`src/rtl/env_sensor_compensation_top_defines.svh`:
```
// assertion macros shared by the compensation block
`ifndef ENV_SENSOR_COMPENSATION_TOP_DEFINES_SVH
`define ENV_SENSOR_COMPENSATION_TOP_DEFINES_SVH

`ifndef SYNTH
// same-cycle implication
`define ESC_ASSERT_IMP(name, ante, cons, msg) \
  name: assert property (@(posedge clk_i) disable iff (!rst_ni) (ante) |-> (cons)) \
    else $error(msg);
// next-cycle implication
`define ESC_ASSERT_NXT(name, ante, cons, msg) \
  name: assert property (@(posedge clk_i) disable iff (!rst_ni) (ante) |=> (cons)) \
    else $error(msg);
`else
`define ESC_ASSERT_IMP(name, ante, cons, msg)
`define ESC_ASSERT_NXT(name, ante, cons, msg)
`endif

`endif

```
`src/rtl/esc_pkg.sv`:
```
`timescale 1ns / 1ps
// shared types and constants of the compensation block
package esc_pkg;

  typedef struct packed {
    logic [19:0] raw_temp;
    logic [19:0] raw_press;
    logic [15:0] raw_hum;
  } esc_in_t;

  typedef struct packed {
    logic signed [31:0] temp_out;
    logic [31:0]        press_out;
    logic [16:0]        hum_out;
  } esc_out_t;

  // decoded calibration words
  typedef struct packed {
    logic [15:0] t1;
    logic [15:0] t2;
    logic [15:0] t3;
    logic [15:0] p1;
    logic [15:0] p2;
    logic [15:0] p3;
    logic [15:0] p4;
    logic [15:0] p5;
    logic [15:0] p6;
    logic [15:0] p7;
    logic [15:0] p8;
    logic [15:0] p9;
    logic [7:0]  h1;
    logic [15:0] h2;
    logic [7:0]  h3;
    logic [15:0] h4;
    logic [15:0] h5;
    logic [7:0]  h6;
  } esc_trim_t;

  typedef enum logic [2:0] {
    REG_TEMP_TRIM    = 3'd0,
    REG_PRESS_TRIM_A = 3'd1,
    REG_PRESS_TRIM_B = 3'd2,
    REG_PRESS_TRIM_C = 3'd3,
    REG_HUM_TRIM_A   = 3'd4,
    REG_HUM_TRIM_B   = 3'd5
  } esc_reg_e;

  localparam int unsigned CfgIdxW   = 3;
  localparam int unsigned CfgDataW  = 48;

  // pipeline latencies in register stages
  localparam int unsigned FineLat   = 3;   // input register to fine temperature
  localparam int unsigned TempLat   = 4;   // input register to temperature result
  localparam int unsigned HumLat    = 7;   // fine temperature to humidity result
  localparam int unsigned DivLat    = 66;  // divider, prepare + 64 bit steps + sign fix
  localparam int unsigned PressLat  = 6 + DivLat + 4;
  localparam int unsigned LastStage = FineLat + PressLat;

  localparam logic [31:0] HumMax    = 32'd419430400;

endpackage

```
`src/rtl/esc_temp.sv`:
```
`timescale 1ns / 1ps
// temperature pipeline: fine temperature and 0.01 degc result
module esc_temp
  import esc_pkg::*;
(
  input  logic        clk_i,
  input  logic        en_i,
  input  logic [19:0] raw_temp_i,
  input  esc_trim_t   trim_i,
  output logic [31:0] fine_o,
  output logic [31:0] tc_o
);

  logic [31:0] t2x, t3x, dx1, dt;
  logic [31:0] m1_d, m1_q, dd_d, dd_q;
  logic [31:0] x1_d, x1_q, m2_d, m2_q, dds;
  logic [31:0] fine_d, fine_q, tmp, tc_d, tc_q;

  assign t2x = {{16{trim_i.t2[15]}}, trim_i.t2};
  assign t3x = {{16{trim_i.t3[15]}}, trim_i.t3};

  always_comb begin
    // stage 1
    dx1  = {15'b0, raw_temp_i[19:3]} - {15'b0, trim_i.t1, 1'b0};
    dt   = {16'b0, raw_temp_i[19:4]} - {16'b0, trim_i.t1};
    m1_d = dx1 * t2x;
    dd_d = dt * dt;
    // stage 2
    x1_d = $signed(m1_q) >>> 11;
    dds  = $signed(dd_q) >>> 12;
    m2_d = dds * t3x;
    // stage 3
    fine_d = x1_q + $unsigned($signed(m2_q) >>> 14);
    // stage 4
    tmp  = fine_q * 32'd5 + 32'd128;
    tc_d = $signed(tmp) >>> 8;
  end

  always_ff @(posedge clk_i) begin
    if (en_i) begin
      m1_q   <= m1_d;
      dd_q   <= dd_d;
      x1_q   <= x1_d;
      m2_q   <= m2_d;
      fine_q <= fine_d;
      tc_q   <= tc_d;
    end
  end

  assign fine_o = fine_q;
  assign tc_o   = tc_q;

endmodule

```
`config.mk`:
```
export PLATFORM = sky130hd
export DESIGN_NAME = esc_temp
export DESIGN_NICKNAME = d
export VERILOG_FILES = /design/src/rtl/env_sensor_compensation_top_defines.svh /design/src/rtl/esc_pkg.sv /design/src/rtl/esc_temp.sv
export SDC_FILE = /design/constraint.sdc
export NUM_CORES = 2
export LEC_CHECK = 0
export BUFFER_PORTS_ARGS = -buffer_cell sky130_fd_sc_hd__buf_4
export CORE_MARGIN = 1.5
export CORE_UTILIZATION = 45
export CTS_CLUSTER_SIZE = 16
export DETAILED_ROUTE_END_ITERATION = 8
export GPL_ROUTABILITY_DRIVEN = 0
export SLEW_MARGIN = 20
export SYNTH_ARGS = -nofsm -noshare
export SYNTH_HDL_FRONTEND = slang
export SYNTH_SLANG_ARGS = --single-unit
```
`constraint.sdc`:
```
create_clock -name clk_i -period 13 [get_ports clk_i]
set_clock_uncertainty 0.05 [all_clocks]
set_input_delay 1.3 -clock clk_i [delete_from_list [all_inputs] [get_ports clk_i]]
set_output_delay 1.3 -clock clk_i [all_outputs]
set_load 0.05 [all_outputs]
```
==> reports/qor.yml <==
detailed_routing:
  routed_wl_mm: 78.9
  drt-initial-drc-count: 1164
  drc: 0
  viasPerCell: 4.91
  drtAntennaViolNets: 0
  wl_per_cell_um: 16.4
  first_pass_iters: 5
  vias: 23600
cts:
  cts-resized-gates: 0
  cts_root_buffer: "clkbuf_16"
  cts_tree: "yes"
  clock_sinks: 126
  clock_path_buffers: 2
  clk_pin_slew_worst_paths_ns: 0.08
  cts_setup_buffers: 0
  cts_buffers: 17
  cts-hold-fix-buffers: 0
  clk_latency_ns: 0.46
  cts_max_level: 4
synthesis:
  synthesis.area_um2: 35700
  synth_seq_cells: 126
  yosysSeqAreaShare_pct: 10.6
  dominantRegCellSynth: "edfxtp_1"
  syn_nets: 5131
  netlist_instances: 3695
  synth_largest_area_cell: "fa_1"
  synth_edf_count: 126
  yosysMostFrequentCell: "inv_1"
  yosysWarnings: 0
  synth_top_area_share_pct: 45.9
  yosys-top-cells-count: "975 x inv_1, 819 x fa_1, 470 x nand2_1"
  synthTopCellsByArea: "fa_1 46%, ha_1 12%, edfxtp_1 11%"
  async_flop_share_pct: 0
  synth.distinct_cells: 70
  syn_area_per_cell_um2: 9.67
worst_hold_path:
  min_path_type: "reg2reg"
timing:
  maxSlewHeadroom_pct: 35.1
  setup_tns_ns: 0
  rsz0062_at_grt: "no"
  period_minus_slack_ns: 10.33
  setup_viol: 0
  maxSlewViolCount: 0
  fmax_ghz: 0.0968
  setup_ws_ns: 2.67
  finalCritPeriodShare_pct: 79.5
  hold_viol: 0
  tightest_slew_ns: 0.973
floorplan:
  die_w_um: 285
  floorplan.initialDensity_pct: 45.4
  rows: 103
  die_area_um2: 81100
  coreArea_um2: 78700
  ios: 350
  fp.dieH_um: 285
worst_setup_path:
  critical_path_class: "in2reg"
  cp.arrival_ns: 10.47
  cp-start-kind: "input pin"
  crit_required_ns: 13.14
  max_stage_delay_ns: 0.69
  slowest_stage: "a211oi_1"
  cp_max_fo: 10
  critPathCaptureType: "register"
  crit_top_cell: "fa_1"
final_layout:
  final_area_um2: 38300
  nFillCells: 7513
  post-route-util_pct: 48.6
  areaGrowthSynthToFinish_pct: 7.11
  nets: 5174
  drive_gt1_share_pct: 5.87
grt:
  track_usage_pct: 20.9
  grt_max_degree: 75
  antenna_found_initial: 1
  grt_pass1_vias: 25900
  grt_pass1_wl_mm: 134
  grt_remaining_overflow: 0
run:
  maxCapViolCount: 0
place:
  dp_hpwl_mm: 64.3
  pre_cts_slack_ns: 2.10
  place_area_um2: 37700
  portBuffers: 130
outcome:
  outcome: "finished clean"
==> logic make-up (layout without fill, tap and decap cells) <==
logic type / Yosys count / count (layout) / synth area share [%]
buf+inv: 1120 / 1176 / 12.0
flops: 126 / 126 / 10.6
fa+ha+maj: 1150 / 1150 / 57.5
xor+xnor: 141 / 141 / 3.50
mux: 1 / 1 / 0.0280
other cells: 0 / 2 / 0
compound gates: 220 / 220 / 4.36
simple gates: 937 / 937 / 12.1
==> routing by layer <==
layer | global-route usage (%) | vias up | wire length [µm]
met4 | 4.07 | 0 | 1130
met1 | 28.3 | 12100 | 35000
met5 | 0 | - | 0
met3 | 1.90 | 63 | 3060
li1 | - | 11000 | -
met2 | 36.9 | 452 | 39700
==> registers in the layout (all words and copies together), names as in the netlist <==
register,cells
dd_q,20
fine_o,22
m1_q,21
m2_q,18
tc_o,24
x1_q,21
==> worst paths after layout <==
path | from | to | slack [ns] | cells past startpoint
setup / recovery | raw_temp_i[6] | dd_q[31] | 2.67 | 31
hold / removal | m1_q[29] | x1_q[18] | 0.35 | 0
setup reg to reg | dd_q[22] | m2_q[30] | 5.54 | 22
hold reg to reg | m1_q[29] | x1_q[18] | 0.35 | 0
==> cell usage in the layout, fill, tap and decap left out, types with 9 or more instances in the layout <==
cell type / count
nor3_1: 18
xnor2_1: 99
ha_1: 331
and2_1: 214
edfxtp_1: 126
o21a_1: 17
a211oi_1: 14
fa_1: 819
nor2_1: 135
buf_4: 163
nor2b_1: 26
clkbuf_16: 17
a21o_1: 33
nand2b_1: 31
nand4_1: 10
a31oi_1: 9
o21ai_0: 35
a21oi_1: 51
xor2_1: 35
inv_1: 975
nand3_1: 13
nand2_1: 470
==> worst max-delay path: cells and delay by family <==
kind | cells | cell delay [ns]
buffers and inverters | 6 | 0.92
AOI/OAI and AO/OA | 13 | 3.43
xor gates and xnor gates | 2 | 0.75
adders and majority gates | 8 | 3.55
and+or+nand+nor | 2 | 0.51
==> per-stage QoR <==
| stage | instances | hold slack [ns] |
|---|---|---|
| finish | 4803 | 0.350 |
| global route | 4801 | 0.357 |
| CTS | 4801 | 0.357 |
| detailed placement | 4769 | 0.355 |
| global placement | 4769 | 0.354 |
| floorplan | 3695 | 0.350 |
==> layout make-up <==
class | count | area, µm² | share of cell area, %
antenna | 2 | 5.00 | 0.0131
clock inverter | 14 | 118 | 0.307
sequential | 126 | 3780 | 9.88
inverter | 980 | 3680 | 9.61
timing repair buffer | 164 | 1230 | 3.23
tap | 1050 | 1310 | 3.43
multi-input combinational | 2449 | 27700 | 72.4
clock buffer | 18 | 429 | 1.12
Power is left out: the tool's default activity adds up to more than one toggle a clock period on the data nets, which glitch-free logic cannot reach.
